**src/hw/rtl/audio_peak_level_meter_core_macros.svh**
```systemverilog
// Assertion macros used by the peak level meter top level.
`ifndef AUDIO_PEAK_LEVEL_METER_CORE_MACROS_SVH
`define AUDIO_PEAK_LEVEL_METER_CORE_MACROS_SVH

// Consequent must hold in the same cycle as the antecedent.
`define PLM_ASSERT_SAME(label, clk, rst, ante, cons, msg) \
   label: assert property (@(posedge clk) disable iff (rst) (ante) |-> (cons)) \
      else $error(msg);

// Consequent must hold in the cycle after the antecedent.
`define PLM_ASSERT_NEXT(label, clk, rst, ante, cons, msg) \
   label: assert property (@(posedge clk) disable iff (rst) (ante) |=> (cons)) \
      else $error(msg);

`endif

```
**src/hw/rtl/plm_pkg.sv**
```systemverilog
// Package of the peak level meter: register map, constants, constant functions.
`timescale 1ns / 1ps
package plm_pkg;

   localparam int CHANNELS_DEF = 2;

   // register indexes (byte address / 4)
   localparam logic [2:0] REG_ACTIVE  = 3'd0;
   localparam logic [2:0] REG_DBMODE  = 3'd1;
   localparam logic [2:0] REG_DBRANGE = 3'd2;
   localparam logic [2:0] REG_DECAYEN = 3'd3;
   localparam logic [2:0] REG_DECAYRT = 3'd4;
   localparam logic [2:0] REG_SRATE   = 3'd5;

   // register reset values
   localparam logic [5:0]  RST_ACTIVE  = 6'd2;
   localparam logic        RST_DBMODE  = 1'b1;
   localparam logic [6:0]  RST_DBRANGE = 7'd60;
   localparam logic        RST_DECAYEN = 1'b1;
   localparam logic [7:0]  RST_DECAYRT = 8'd60;
   localparam logic [17:0] RST_SRATE   = 18'd44100;

   // 20*log10(2) in Q16, and 1/(20*log10(e)*ln 2) scaling in Q24
   localparam logic [18:0] DB_PER_LOG2 = 19'd394566;
   localparam logic [21:0] LOG2_PER_DB = 22'd2786635;

   // integer square root, bit-pair method
   function automatic logic [63:0] isqrt64(input logic [63:0] n_in);
      logic [63:0] n;
      logic [63:0] res;
      logic [63:0] bitv;
      int i;
      n = n_in;
      res = 64'd0;
      bitv = 64'd1 << 62;
      for (i = 0; i < 32; i++) begin
         if (n >= res + bitv) begin
            n = n - (res + bitv);
            res = (res >> 1) + bitv;
         end else begin
            res = res >> 1;
         end
         bitv = bitv >> 2;
      end
      return res;
   endfunction

   // log2 in Q16, integer part in the upper bits
   function automatic logic [19:0] log2_q16(input logic [31:0] x);
      logic [4:0]  n;
      logic [15:0] frac;
      logic [63:0] m;
      int i;
      n = 5'd0;
      frac = 16'd0;
      for (i = 0; i < 30; i++) begin
         if ((x >> (n + 5'd1)) != 32'd0) n = n + 5'd1;
      end
      m = 64'(x) << (5'd30 - n);
      for (i = 0; i < 16; i++) begin
         m = (m * m) >> 30;
         frac = frac << 1;
         if (m >= (64'd1 << 31)) begin
            m = m >> 1;
            frac = frac | 16'd1;
         end
      end
      return {n[3:0], frac};
   endfunction

   // Q30 factors 2^(-2^-(k+1)) by the square root chain
   function automatic logic [15:0][29:0] decay_consts();
      logic [15:0][29:0] r;
      logic [63:0] c;
      int k;
      c = isqrt64(64'd1 << 59);
      for (k = 0; k < 16; k++) begin
         r[k] = c[29:0];
         c = isqrt64(c << 30);
      end
      return r;
   endfunction

   localparam logic [19:0]       LOG2_FS = log2_q16(32'd32767);
   localparam logic [15:0][29:0] DECAY_C = decay_consts();

endpackage

```
**src/hw/rtl/plm_mem.sv**
```systemverilog
// Per-channel state memory {block peak, bar level}, registered read, valid bits for reset.
`timescale 1ns / 1ps
module plm_mem
   import plm_pkg::*;
#(
   parameter int AW = 1,
   parameter int W  = 31
) (
   input  logic          clock,
   input  logic          reset,
   input  logic          we,
   input  logic [AW-1:0] wa,
   input  logic [W-1:0]  wd,
   input  logic [AW-1:0] ra,
   output logic [W-1:0]  rd
);
   localparam int DEPTH = 2 ** AW;

   logic [W-1:0]     mem_ff [DEPTH];
   logic [DEPTH-1:0] valid_ff, valid_in;
   logic [W-1:0]     rdata_ff;
   logic             rvld_ff;

   // entry becomes valid on its first write
   always_comb begin
      valid_in = valid_ff;
      if (we) valid_in[wa] = 1'b1;
   end

   always_ff @(posedge clock) begin
      if (reset) begin
         valid_ff <= '0;
      end else begin
         valid_ff <= valid_in;
      end
   end

   // array write and registered read
   always_ff @(posedge clock) begin
      if (we) mem_ff[wa] <= wd;
      rdata_ff <= mem_ff[ra];
      rvld_ff  <= valid_ff[ra];
   end

   assign rd = rvld_ff ? rdata_ff : '0;

endmodule

```
**config.mk**
```make
export PLATFORM = sky130hd
export DESIGN_NAME = plm_mem
export DESIGN_NICKNAME = d
export VERILOG_FILES = /design/src/hw/rtl/audio_peak_level_meter_core_macros.svh /design/src/hw/rtl/plm_pkg.sv /design/src/hw/rtl/plm_mem.sv
export SDC_FILE = /design/constraint.sdc
export NUM_CORES = 1
export LEC_CHECK = 0
export ABC_CLOCK_PERIOD_IN_PS = 5200
export BUFFER_PORTS_ARGS = -buffer_cell sky130_fd_sc_hd__buf_4
export CAP_MARGIN = 20
export CORE_MARGIN = 5
export CORE_UTILIZATION = 40
export CTS_CLUSTER_DIAMETER = 80
export DETAILED_ROUTE_END_ITERATION = 6
export MAX_ROUTING_LAYER = met4
export PLACE_DENSITY = 0.6
export REMOVE_ABC_BUFFERS = 1
export SLEW_MARGIN = 20
export SYNTH_ARGS = -nofsm -noshare
export SYNTH_HDL_FRONTEND = slang
export SYNTH_SLANG_ARGS = --single-unit
```
**constraint.sdc**
```tcl
create_clock -name clock -period 5.2 [get_ports clock]
set_input_delay 1.04 -clock clock [delete_from_list [all_inputs] [get_ports clock]]
set_output_delay 1.04 -clock clock [all_outputs]
set_load 0.03 [all_outputs]
```
==> results.py <==
metrics = {
    "clock_tree": {
        "cts_tree": "yes",
        "cts_setup_buffers": 0,
        "cts_buffers": 9,
        "cts-root-buf": "clkbuf_8",
        "holdBufCountCts": 0,
        "cts_resized": 0,
        "clk_path_buf_depth": 2,
        "clock-sinks": 96,
        "h-tree-depth": 3,
        "clk_pin_slew_worst_paths_ps": 90,
        "clock_latency_ps": 340,
    },
    "status": {
        "status": "completed",
    },
    "placement": {
        "pre_cts_ws_ps": 2750,
        "place.gp.congestion": 0.674,
        "portBuffers": 66,
        "dpl_cell_area_mm2": 0.00388,
        "place_hpwl_um": 3040,
    },
    "worst_setup_path": {
        "cp-start-kind": "register",
        "rrSetupSlack_ps": 4450,
        "crit_start": "rvld_ff",
        "r2r-end": "rdata_ff[21]",
        "crit_arrival_ps": 1700,
        "reg2regPathDepth": 1,
        "endpoint": "rd[29]",
        "worstPathMaxFanout": 31,
        "worstPathRequired_ps": 4160,
        "r2r_start": "mem_ff[0][21]",
        "end_kind": "output port",
        "worstSetupPathType": "reg -> out",
    },
    "finish": {
        "final_cell_mix": "66 x buf_4, 62 x edfxtp_1, 34 x dfxtp_1",
        "antenna_cells": 0,
        "final_area_mm2": 0.00405,
        "drive_gt1_frac": 0.472,
        "synthToLayoutAreaGrowth_pct": 21.9,
        "finish.net_count": 277,
        "final_common_cell": "buf_4",
    },
    "sta": {
        "slew_violations": 0,
        "fin_crit_sh": 0.526,
        "finalCriticalPeriod_ps": 2740,
        "worst_pin_slew_ps": 962,
        "skew_ps": 6.59,
        "rsz0062_at_grt": "false",
        "setup_viol": 0,
        "hold_ws_ps": 473,
        "setup_ws_ps": 2460,
        "fmax_mhz": 365,
        "timing.final.hold_violations": 0,
        "max_slew_margin": 0.357,
        "tns_ps": 0,
    },
    "drt": {
        "routed_wl_um": 4990,
        "viasPerCell": 4.34,
        "drcViolationCount": 0,
        "drt-pass1-iter-count": 4,
        "detail_route.iter0.violations": 30,
        "routedWlPerCell_um": 14.2,
        "antenna_left": 0,
        "routed-via-count": 1522,
    },
    "global_routing": {
        "grt_pass1_vias": 1563,
        "grt_pass1_wl_um": 7760,
        "grt_overflow": 0,
        "grt_max_degree": 33,
        "grt_usage": 0.106,
        "grt_antenna_before_repair": 0,
    },
    "logic_synthesis": {
        "netlist_area_mm2": 0.00332,
        "ys_ff_latch": 96,
        "yosysWarnings": 0,
        "syn_inst": 171,
        "avgSynthCellArea_um2": 19.4,
        "synth-seq-area-share": 0.765,
        "ys_types": 12,
    },
    "die": {
        "io_pins": 67,
        "initial_utilization": 0.406,
        "die_x_um": 101,
        "die_height_um": 101,
        "core_mm2": 0.00818,
        "row_count": 33,
        "die_area_mm2": 0.0102,
    },
    "worst_hold_path": {
        "hold_path_depth": 1,
        "hold_path.class": "reg -> reg",
    },
    "power": {
        "powerDensity_mw_per_mm2": 359,
        "p_leak_uw": 0.00164,
        "peakVddDrop_mv": 0.168,
        "power_uw": 1450,
    },
    "job": {
        "max_cap_violations": 0,
    },
}
==> routing by layer <==
layer | GRT usage | wire (µm) | vias to the layer above
met5 | - | 0 | -
met4 | 0.0460 | 61 | 0
met3 | 0.0317 | 298 | 8
met2 | 0.155 | 2300 | 51
met1 | 0.138 | 2330 | 718
li1 | - | - | 745
==> layout make-up <==
cell class | count | area, µm²
Fill cell | 710 | 4130
Sequential cell | 96 | 2540
Multi-Input combinational cell | 68 | 707
Timing Repair Buffer | 66 | 495
Clock buffer | 11 | 141
Tap cell | 105 | 131
Clock inverter | 5 | 32.5
==> per-stage QoR <==
stage,cells,util
after floorplan,164,-
after global placement,335,0.474
after detailed placement,335,0.474
after CTS,351,0.495
after global routing,351,0.495
final,351,0.495
==> where the power goes <==
| group | internal (µW) | switching (µW) |
|---|---|---|
| Clock | 185 | 237 |
| Combinational | 74.7 | 67.0 |
| Sequential | 871 | 17.7 |
| Total | 1130 | 322 |
==> logic make-up (layout without fill, tap and decap cells) <==
group	Yosys count	count (layout)	synth area share
buffers and inverters	7	82	0.0248
and+or+nand+nor	34	34	0.0633
AOI/OAI and AO/OA	2	2	0.00452
muxes	32	32	0.142
DFF	96	96	0.765
==> Yosys cell counts, drive strengths merged <==
cell type	instances	share of area
nor2b	1	0.0019
clkbuf	3	0.0034
edfxtp	62	0.56
nor2	1	0.0011
buf	4	0.021
o21ba	1	0.0030
a21oi	1	0.0015
dfxtp	34	0.20
and2	32	0.060
mux2	32	0.14
==> sequential cells by signal, summed over array words and instances, names as in the netlist <==
signal    flops
mem_ff       62
valid_ff      2
rdata_ff     31
rvld_ff       1
==> critical path, stage by stage, from the launching register on <==
cell and delay, ps:
dfxtp_1 930, and2_1 250, buf_4 160
==> worst min path at each step <==
stage	startpoint	endpoint	slack, ps
6_report	mem_ff[0][6]	rdata_ff[6]	470
5_1_grt	mem_ff[1][5]	rdata_ff[5]	490
4_1_cts	mem_ff[0][26]	rdata_ff[26]	480
3_5_place_dp	mem_ff[1][28]	rdata_ff[28]	460
3_3_place_gp	mem_ff[1][29]	rdata_ff[29]	450
2_1_floorplan	valid_ff[1]	valid_ff[1]	440
No activity file was read; power rests on OpenSTA's default activity.
