### src/hw/rtl/audio_peak_level_meter_core_macros.svh
// Assertion macros used by the peak level meter top level.
`ifndef AUDIO_PEAK_LEVEL_METER_CORE_MACROS_SVH
`define AUDIO_PEAK_LEVEL_METER_CORE_MACROS_SVH

// Consequent must hold in the same cycle as the antecedent.
`define PLM_ASSERT_SAME(label, clk, rst, ante, cons, msg) \
   label: assert property (@(posedge clk) disable iff (rst) (ante) |-> (cons)) \
      else $error(msg);

// Consequent must hold in the cycle after the antecedent.
`define PLM_ASSERT_NEXT(label, clk, rst, ante, cons, msg) \
   label: assert property (@(posedge clk) disable iff (rst) (ante) |=> (cons)) \
      else $error(msg);

`endif

### src/hw/rtl/plm_pkg.sv
// Package of the peak level meter: register map, constants, constant functions.
`timescale 1ns / 1ps
package plm_pkg;

   localparam int CHANNELS_DEF = 2;

   // register indexes (byte address / 4)
   localparam logic [2:0] REG_ACTIVE  = 3'd0;
   localparam logic [2:0] REG_DBMODE  = 3'd1;
   localparam logic [2:0] REG_DBRANGE = 3'd2;
   localparam logic [2:0] REG_DECAYEN = 3'd3;
   localparam logic [2:0] REG_DECAYRT = 3'd4;
   localparam logic [2:0] REG_SRATE   = 3'd5;

   // register reset values
   localparam logic [5:0]  RST_ACTIVE  = 6'd2;
   localparam logic        RST_DBMODE  = 1'b1;
   localparam logic [6:0]  RST_DBRANGE = 7'd60;
   localparam logic        RST_DECAYEN = 1'b1;
   localparam logic [7:0]  RST_DECAYRT = 8'd60;
   localparam logic [17:0] RST_SRATE   = 18'd44100;

   // 20*log10(2) in Q16, and 1/(20*log10(e)*ln 2) scaling in Q24
   localparam logic [18:0] DB_PER_LOG2 = 19'd394566;
   localparam logic [21:0] LOG2_PER_DB = 22'd2786635;

   // integer square root, bit-pair method
   function automatic logic [63:0] isqrt64(input logic [63:0] n_in);
      logic [63:0] n;
      logic [63:0] res;
      logic [63:0] bitv;
      int i;
      n = n_in;
      res = 64'd0;
      bitv = 64'd1 << 62;
      for (i = 0; i < 32; i++) begin
         if (n >= res + bitv) begin
            n = n - (res + bitv);
            res = (res >> 1) + bitv;
         end else begin
            res = res >> 1;
         end
         bitv = bitv >> 2;
      end
      return res;
   endfunction

   // log2 in Q16, integer part in the upper bits
   function automatic logic [19:0] log2_q16(input logic [31:0] x);
      logic [4:0]  n;
      logic [15:0] frac;
      logic [63:0] m;
      int i;
      n = 5'd0;
      frac = 16'd0;
      for (i = 0; i < 30; i++) begin
         if ((x >> (n + 5'd1)) != 32'd0) n = n + 5'd1;
      end
      m = 64'(x) << (5'd30 - n);
      for (i = 0; i < 16; i++) begin
         m = (m * m) >> 30;
         frac = frac << 1;
         if (m >= (64'd1 << 31)) begin
            m = m >> 1;
            frac = frac | 16'd1;
         end
      end
      return {n[3:0], frac};
   endfunction

   // Q30 factors 2^(-2^-(k+1)) by the square root chain
   function automatic logic [15:0][29:0] decay_consts();
      logic [15:0][29:0] r;
      logic [63:0] c;
      int k;
      c = isqrt64(64'd1 << 59);
      for (k = 0; k < 16; k++) begin
         r[k] = c[29:0];
         c = isqrt64(c << 30);
      end
      return r;
   endfunction

   localparam logic [19:0]       LOG2_FS = log2_q16(32'd32767);
   localparam logic [15:0][29:0] DECAY_C = decay_consts();

endpackage

### src/hw/rtl/plm_div.sv
// Restoring serial divider, one quotient bit per cycle.
`timescale 1ns / 1ps
module plm_div
   import plm_pkg::*;
#(
   parameter int NW = 40,
   parameter int DW = 25
) (
   input  logic          clock,
   input  logic          reset,
   input  logic          start,
   input  logic [NW-1:0] num,
   input  logic [DW-1:0] den,
   output logic          busy,
   output logic          done,
   output logic [NW-1:0] quo
);
   localparam int CW = $clog2(NW + 1);

   logic [NW-1:0] q_ff, q_in;
   logic [DW-1:0] r_ff, r_in;
   logic [DW-1:0] d_ff, d_in;
   logic [CW-1:0] cnt_ff, cnt_in;
   logic          busy_ff, busy_in;
   logic          done_ff, done_in;
   logic [DW:0]   trial;

   assign trial = {r_ff, q_ff[NW-1]};

   // shift in a numerator bit, subtract when it fits
   always_comb begin
      q_in = q_ff;
      r_in = r_ff;
      d_in = d_ff;
      cnt_in = cnt_ff;
      busy_in = busy_ff;
      done_in = 1'b0;
      if (start) begin
         q_in = num;
         r_in = '0;
         d_in = den;
         cnt_in = CW'(NW);
         busy_in = 1'b1;
      end else if (busy_ff) begin
         if (trial >= {1'b0, d_ff}) begin
            r_in = DW'(trial - {1'b0, d_ff});
            q_in = {q_ff[NW-2:0], 1'b1};
         end else begin
            r_in = trial[DW-1:0];
            q_in = {q_ff[NW-2:0], 1'b0};
         end
         cnt_in = cnt_ff - CW'(1);
         if (cnt_ff == CW'(1)) begin
            busy_in = 1'b0;
            done_in = 1'b1;
         end
      end
   end

   always_ff @(posedge clock) begin
      if (reset) begin
         busy_ff <= 1'b0;
         done_ff <= 1'b0;
         cnt_ff  <= '0;
      end else begin
         busy_ff <= busy_in;
         done_ff <= done_in;
         cnt_ff  <= cnt_in;
      end
   end

   always_ff @(posedge clock) begin
      q_ff <= q_in;
      r_ff <= r_in;
      d_ff <= d_in;
   end

   assign busy = busy_ff;
   assign done = done_ff;
   assign quo  = q_ff;

endmodule

### config.mk
export PLATFORM = sky130hd
export DESIGN_NAME = plm_div
export DESIGN_NICKNAME = d
export VERILOG_FILES = /design/src/hw/rtl/audio_peak_level_meter_core_macros.svh /design/src/hw/rtl/plm_pkg.sv /design/src/hw/rtl/plm_div.sv
export SDC_FILE = /design/constraint.sdc
export NUM_CORES = 1
export LEC_CHECK = 0
export BUFFER_PORTS_ARGS = -buffer_cell sky130_fd_sc_hd__buf_2
export CAP_MARGIN = 10
export CORE_MARGIN = 2
export CORE_UTILIZATION = 35
export CTS_CLUSTER_SIZE = 12
export DETAILED_ROUTE_END_ITERATION = 10
export GPL_TIMING_DRIVEN = 1
export SETUP_SLACK_MARGIN = 0.05
export SLEW_MARGIN = 20
export SYNTH_ARGS = -nofsm -noshare
export SYNTH_HDL_FRONTEND = slang
export SYNTH_SLANG_ARGS = --single-unit
### constraint.sdc
create_clock -name clock -period 5.7 [get_ports clock]
set_clock_uncertainty 0.2 [all_clocks]
set_input_delay 0.57 -clock clock [delete_from_list [all_inputs] [get_ports clock]]
set_output_delay 0.57 -clock clock [all_outputs]
set_load 0.1 [all_outputs]
==> results.ini, run 1 <==
[status]
status=completed

[power]
ir_worst_vdd_uv=255
fin_total_pwr_mw=2.09
p_switching_uw=760
p_per_area_nw_per_um2=336
pwr-share-comb=0.301
intPower_mw=1.33
p_leak_nw=2.57
p_clk_frac=0.284
switching_share=0.363
seq_power_share=0.415

[grt]
grt_util_all_layers=0.143
grt_pass1_wl_mm=18.8
overflow=0
grt_pass1_vias=3866
antenna_found_initial=0
grt_max_degree=60

[hold_path]
hp-class=in2reg

[timing]
fin_tns_setup_ns=0
drv_slew=0
setup_viol=0
worst_hold_slack_ns=0.192
min_period_ns=3.55
fmax_mhz=282
hold_viol=0
final.period_utilization=0.623
worstMarginPinSlew_ns=0.750
fin_ws_ns=2.15
rsz0062_at_grt=false
slew_headroom=0.500

[drt]
vias=3804
routedWlPerCell_um=14.6
met1_length_mm=5.23
drt_iter0_drc=147
wl_met2_mm=4.89
wl_met3_um=840
vias_per_cell=5.01
route.detailed.drc=0
drt_pass1_iterations=4
maxUsedRoutingLayer=met4
ant_nets=0
totalWireLength_mm=11.1

[worst_setup_path]
end_kind=flip-flop
path_cells=inv_1, ha_1, inv_1, fa_1, a21o_1, a221oi_2, a21oi_2, a211oi_2, o31a_1, o21ai_2, buf_4, mux2_4, a211oi_2
critPathMaxStageDelay_ns=0.40
slowest_stage=fa_1
setup.worst_path.class=reg2reg
arrival_ns=3.61
critPathMaxFanout=27
critical_path_required_ns=5.77
cp-start-kind=flip-flop

[die]
core-area_um2=14600
row_count=44
die_w_um=127
die_area_um2=16000
initial_utilization=0.360
die_h_um=127
ios=110

[cells_and_area]
drive_above_1_share=0.306
postLayoutCoreUtil=0.428
area_growth_pct=18.7
antenna_cells=0
nets=667

[logic_synthesis]
async_reset_ff_frac=0
ys.flop_type=edfxtp_1
synth-edff-count=65
yosys_warnings=0
synth_top_area_frac=0.372
synth-seq-cells=98
synth_top_cell_by_area=edfxtp_1
ys_top_cells_by_count=edfxtp_1 (65), nor2_1 (46), mux2_2 (40), inv_1 (35), dfxtp_1 (33)
syn_inst=466
synth.distinct_cells=51
synth-seq-area-share=0.497
syn_nets=562
yosysMostFrequentCell=edfxtp_1
synth_top_cells_by_area=edfxtp_1 (37%), dfxtp_1 (13%), mux2_2 (8.6%), ha_1 (6.4%), mux2i_1 (4.4%)
avgSynthCellArea_um2=11.3
syn_area_um2=5250

[clock_network]
cts.clk_slew.worst_paths_ns=0.08
cts_tree=built
cts_made_buffers=9
cts.sinks=98
cts_max_path_buffers=2
clkLatencyLatePin_ns=0.35
ctsHoldBuffers=0
post_cts_buffers=0
root_buffer=clkbuf_16
post_cts_resized=0
cts_max_level=3

[run]
maxCapViolCount=0

[placement]
globalplace.congestion=0.844
portBuffers=109
dp_hpwl_mm=7.90
place_ws_ns=2.16

## layout make-up
cell class                      instances  area (um2)
Tap cell                              184         230
Timing Repair Buffer                  113         578
Inverter                               35         131
Fill cell                            1380        8350
Clock buffer                           10         229
Clock inverter                          6        56.3
Sequential cell                        98        2610
Multi-Input combinational cell        314        2400
## cells by family (layout without fill, tap and decap cells)
family / Yosys count / count (layout) / synth area share
flip-flops: 98 / 98 / 0.497
adder cells (fa/ha/maj): 28 / 28 / 0.0681
multiplexers: 64 / 64 / 0.132
XOR/XNOR: 26 / 26 / 0.0433
buffers and inverters: 54 / 164 / 0.0467
AO/OA/AOI/OAI: 96 / 96 / 0.124
AND/OR/NAND/NOR: 100 / 100 / 0.0879
## state kept, by name (all words and copies together), names as in the netlist
name	count
r_ff	25
busy	1
cnt_ff	6
d_ff	25
quo	40
done	1
## power groups by stage
| stage | sequential [mW] | clock [mW] | combinational (mW) |
|---|---|---|---|
| finish | 0.869 | 0.594 | 0.631 |
| CTS | 0.870 | 0.618 | 0.634 |
| global placement | 0.883 | 0 | 0.627 |
| global route | 0.879 | 0.639 | 0.680 |
| floorplan | 1.10 | 0 | 0.304 |
| detailed placement | 0.884 | 0 | 0.632 |
## per-layer routing
| metal | GRT usage | vias to the layer above |
|---|---|---|
| met5 | 0 | - |
| met4 | 0.0381 | 0 |
| met3 | 0.0565 | 8 |
| met2 | 0.225 | 112 |
| met1 | 0.184 | 1765 |
| li1 | - | 1919 |
## placed cells by master (no fill, tap or decap), types with 3 or more instances in the layout
master / count
buf_2: 108
edfxtp_1: 65
nor2_1: 46
mux2_2: 40
inv_1: 35
dfxtp_1: 33
ha_1: 27
mux2i_1: 23
a211oi_1: 22
a21oi_1: 22
xnor2_1: 20
nand2_1: 17
o21ai_0: 15
clkbuf_16: 9
nor3_1: 8
a21o_1: 7
nand3_1: 6
xor2_1: 6
and3_1: 5
o21a_1: 5
buf_4: 5
o21bai_1: 4
nand4_1: 4
nand2b_1: 4
o31ai_1: 3
## critical path: cells and delay by family (launching register included)
kind | cells | cell delay (ns)
AO/OA/AOI/OAI | 7 | 1.51
buffers and inverters | 3 | 0.42
flip-flops | 1 | 0.39
adder cells (fa/ha/maj) | 2 | 0.56
multiplexers | 1 | 0.35
## worst paths after layout
path | start | end | slack [ns] | cells after the start
max | quo[39] | r_ff[0] | 2.15 | 13
min | den[24] | d_ff[24] | 0.19 | 1
max reg2reg | quo[39] | r_ff[0] | 2.15 | 13
min reg2reg | r_ff[21] | r_ff[21] | 0.29 | 2
## per-stage QoR
step	area, um2	instances
finish	6240	760
global route	6240	760
CTS	6240	760
detailed placement	5950	744
global placement	5950	744
floorplan	5250	466
(Power assumes the default switching activity.)
==> run 2, diff against run 1 <==
clock period = 3 ns   (was 5.7 ns; I/O delays follow)
==> run 2 against run 1 <==
Against the previous run:
- the run now ends with negative setup slack left
- wire length increased by 9.3%
- cell count increased by 7.0%
- hold slack got worse by 0.15 ns
- total power increased by 100%
- sequential power increased by 90%
==> results.ini, run 2 (synthesis gave the netlist of run 1 again) <==
[worst_setup_path]
critPathMaxFanout=5
cp-start-kind=flip-flop
arrival_ns=3.19
critical_path_required_ns=3.05
setup.worst_path.class=reg2reg
end_kind=flip-flop

[placement]
place_ws_ns=-0.189
dp_hpwl_mm=8.43
globalplace.congestion=0.843
place_inst=763
place_area_um2=6100
portBuffers=109

[cells_and_area]
seq_area_um2=2610
drive_above_1_share=0.337
area_growth_pct=29.5
multi_input_area_um2=2470
final_area_um2=6800
nets=720
nFillCells=1326
largest_reg_flops=40
layout_common_cells=buf_2 (108), edfxtp_1 (65), nor2_1 (46), mux2_2 (40)
finalNonFillerCells=813
antenna_cells=0
mostFrequentLayoutCell=buf_2

[power]
p_leak_nw=2.84
p_switching_mw=1.47
ir_worst_vdd_uv=502
p_clk_frac=0.295
pwr-share-comb=0.317
intPower_mw=2.78
p_per_area_nw_per_um2=625
switching_share=0.345
seq_power_share=0.388

[status]
status=finished with violations
violations=negative setup slack

[timing]
rsz0062_at_grt=true
fin_ws_ns=-0.135
final.period_utilization=1.04
hold_viol=0
min_period_ns=3.13
fmax_mhz=319
worstMarginPinSlew_ns=0.590
drv_slew=0
setup_viol=26
slew_headroom=0.604

[drt]
drt_iter0_drc=169
vias_per_cell=5.01
drt_pass1_iterations=4
totalWireLength_mm=12.1
ant_nets=0
routedWlPerCell_um=14.9
vias=4076
route.detailed.drc=0

[clock_network]
cts_made_buffers=9
cts_max_level=3
cts.sinks=98
cts_max_path_buffers=2
cts.clk_slew.worst_paths_ns=0.07
clkLatencyLatePin_ns=0.35
root_buffer=clkbuf_16
cts_tree=built

[grt]
overflow=0
antenna_found_initial=0
grt_pass1_wl_mm=20.1
grt_pass1_vias=4203
grt_util_all_layers=0.153
grt_max_degree=50

[run]
maxCapViolCount=0

[die]
die_area_um2=16000
row_count=44
ios=110
core-area_um2=14600
die_w_um=127
die_h_um=127
initial_utilization=0.360

[hold_path]
hp-class=in2reg

==> run 2: cell count changes in the layout (fill, tap and decap cells not counted), moves of 4 or more <==
cell and delta:
buf_4 +23, buf_6 +4, dlygate4sd3_1 +25, o21ai_0 -4
o21ai_1 +4
==> run 2: what timing repair did <==
action | in CTS | in global routing
buffers inserted | 1 | 5
gates cloned | 2 | 1
hold endpoints to repair | 25 | 0
setup endpoints to repair | 26 | 26
hold buffers | 25 | 0
pin swaps | 4 | 20
resized for setup | 7 | 14
==> run 2: power by group through the flow <==
stage                     combinational (mW)  sequential [mW]  clock [mW]
final                                   1.35             1.65        1.25
after floorplan                        0.577             2.09           0
after CTS                               1.31             1.65        1.30
after global placement                  1.24             1.68           0
after detailed placement                1.26             1.68           0
after global routing                    1.44             1.67        1.35
==> run 2: worst paths after layout <==
path | slack (ns) | cells past startpoint | start | end
max | -0.13 | 13 | quo[39] | r_ff[11]
min | 0.04 | 2 | reset | cnt_ff[4]
max reg2reg | -0.13 | 13 | quo[39] | r_ff[11]
min reg2reg | 0.27 | 2 | r_ff[21] | r_ff[21]
==> run 2: layout make-up <==
type,instances,area share
Tap cell,184,0.0338
Sequential cell,98,0.384
Inverter,35,0.0193
Multi-Input combinational cell,315,0.362
Timing Repair Buffer,165,0.154
Clock buffer,10,0.0337
Clock inverter,6,0.0131
==> run 2: stage by stage <==
step / hold WS, ns / total power [mW] / TNS, ns / util
after detailed placement: 0.278 / 2.93 / -3.55 / 0.418
after global placement: 0.273 / 2.92 / -1.05 / 0.418
final: 0.0372 / 4.25 / -2.03 / 0.466
after global routing: 0.0361 / 4.46 / -7.07 / 0.466
after CTS: 0.0259 / 4.26 / -1.99 / 0.460
after floorplan: 0.199 / 2.67 / -14.08 / -
==> run 2: layer usage <==
layer / up-vias / track usage / routed length, um
li1: 2017 / - / -
met4: 0 / 0.0343 / 97
met1: 1943 / 0.189 / 5460
met3: 6 / 0.0561 / 842
met5: - / 0 / 0
met2: 110 / 0.255 / 5710
==> run 2: worst max-delay path, stage by stage (launching register included) <==
cell      delay (ns)
edfxtp_1        0.40
inv_2           0.10
ha_4            0.14
inv_2           0.03
fa_2            0.34
a21o_1          0.21
a221oi_4        0.28
a21oi_2         0.12
a211oi_2        0.27
o31a_1          0.28
o21ai_4         0.13
buf_6           0.20
mux2i_1         0.11
a211oi_1        0.23
==> run 3, diff against run 2 <==
RECOVER_POWER = 25   (was default)
clock period = 3.42 ns   (was 3 ns; I/O delays follow)
==> run 3 against run 2 <==
Against the previous run:
- clock power decreased by 18%
- worst setup slack improved by 0.42 ns
- sequential share of layout area increased by 1.4 points
- highest routed layer unchanged
- sequential power decreased by 12%
- count of clock-buffer cells in the layout increased by 2
- register-to-register slack improved by 0.42 ns
- final area decreased by 3.4%
- fmax about the same
- the run now ends clean
- core utilization decreased by 1.6 points
- wire length decreased by 5.7%
- die area unchanged
- sequential cell count unchanged
==> results.ini, run 3 (synthesis gave the netlist of run 1 again) <==
[grt]
overflow=0
grt_max_degree=53
antenna_found_initial=0
grt_util_all_layers=0.147
grt_pass1_vias=4070
grt_pass1_wl_mm=19.0

[placement]
dp_hpwl_mm=8.18
globalplace.congestion=0.796
place_ws_ns=0.130
portBuffers=109
place_inst=749

[cells_and_area]
largest_reg_flops=40
nets=698
postLayoutCoreUtil=0.451
antenna_cells=0
nFillCells=1373
finalNonFillerCells=791
layout_common_cells=buf_2 (106), edfxtp_1 (65), nor2_1 (46), mux2_2 (40), inv_1 (35)
mostFrequentLayoutCell=buf_2
area_growth_pct=25.1
drive_above_1_share=0.295

[hold_path]
min_to=cnt_ff[5]
hp-class=in2reg
holdPathStages=2
hold_start=reset

[die]
core-area_um2=14600
row_count=44
initial_utilization=0.360
die_area_um2=16000
ios=110
die_w_um=127
die_h_um=127

[drt]
drt_pass1_iterations=6
drt_iter0_drc=160
ant_nets=0
route.detailed.drc=0
totalWireLength_mm=11.4
routedWlPerCell_um=14.4
vias_per_cell=4.99
vias=3947

[timing]
fin_ws_ns=0.287
worstMarginPinSlew_ns=1.31
final.period_utilization=0.916
min_period_ns=3.13
slew_headroom=0.126
rsz0062_at_grt=false
setup_viol=0
fmax_mhz=319
hold_viol=0
drv_slew=0

[power]
pwr-share-comb=0.308
ir_worst_vdd_uv=309
p_per_area_nw_per_um2=546
p_switching_mw=1.25
p_clk_frac=0.288
intPower_mw=2.34
p_leak_nw=2.70
seq_power_share=0.403
switching_share=0.349

[status]
status=completed

[clock_network]
clkLatencyLatePin_ns=0.35
cts_tree=built
cts_max_level=3
cts.sinks=98
cts_max_path_buffers=2
root_buffer=clkbuf_16
cts.clk_slew.worst_paths_ns=0.07
cts_made_buffers=9

[worst_setup_path]
cp-start-kind=flip-flop
arrival_ns=3.17
r2r-end=r_ff[5]
r2r_setup_slack_ns=0.29
critical_path_required_ns=3.46
cp-startpoint=quo[39]
critPathMaxFanout=9
setup.worst_path.class=reg2reg
end_kind=flip-flop
r2r_start=quo[39]
ff2ff_path_depth=13

[run]
maxCapViolCount=0

run 3: cell count changes in the layout (fill, tap and decap cells not counted), sizes merged:
cell / delta
buf: -26
clkbuf: +7
clkinvlp: +2
inv: -2
bufinv: -1
clkinv: -1
o21ai: -1
run 3: metrics by stage:
stage	power (mW)	setup TNS, ns	area (um2)	hold slack, ns
finish	3.59	0	6570	0.0695
floorplan	2.34	-3.16	5260	0.241
global route	3.75	0	6570	0.0811
CTS	3.61	0	6560	0.0497
global placement	2.53	0	6000	0.271
detailed placement	2.54	0	6000	0.275
run 3: worst max-delay path by stage:
| stage | cells after the start | end |
|---|---|---|
| 4_1_cts | 13 | r_ff[19] |
| 6_report | 13 | r_ff[5] |
| 3_5_place_dp | 13 | r_ff[19] |
| 2_1_floorplan | 13 | quo[0] |
| 5_1_grt | 13 | r_ff[20] |
| 3_3_place_gp | 13 | r_ff[22] |
run 3: final cells by class:
cell class | count | area [um2] | area share
Clock inverter | 4 | 53.8 | 0.00819
Clock buffer | 12 | 246 | 0.0375
Multi-Input combinational cell | 314 | 2430 | 0.370
Timing Repair Buffer | 144 | 865 | 0.132
Inverter | 35 | 131 | 0.0200
Tap cell | 184 | 230 | 0.0350
Sequential cell | 98 | 2610 | 0.397
run 3: repair_timing:
action                     in CTS  in global routing
hold buffers                   25                  0
hold endpoints to repair       25                  0
setup endpoints to repair       0                 22
buffers inserted                0                  1
resized for setup               0                  5
run 3: metal layers:
layer,GRT usage,wire [um]
met1,0.186,5230
met2,0.232,5210
met3,0.0472,787
met4,0.0608,187
met5,0,0
run 3: power groups by stage:
stage	Combinational (mW)	Clock (mW)	Sequential, mW
2_1_floorplan	0.506	0	1.84
3_3_place_gp	1.06	0	1.47
3_5_place_dp	1.07	0	1.47
4_1_cts	1.10	1.07	1.45
5_1_grt	1.19	1.10	1.46
6_report	1.11	1.03	1.45
run 3: worst max-delay path, cell delays in order, from the launching register on:
cell and delay [ns]:
edfxtp_1 0.38, inv_1 0.09, ha_1 0.16, inv_1 0.05, fa_2 0.36, a21o_1 0.21
a221oi_4 0.31, a21oi_4 0.14, a211oi_2 0.23, o31a_1 0.20, o21ai_4 0.12, buf_4 0.23
mux2i_1 0.13, a211oi_1 0.23
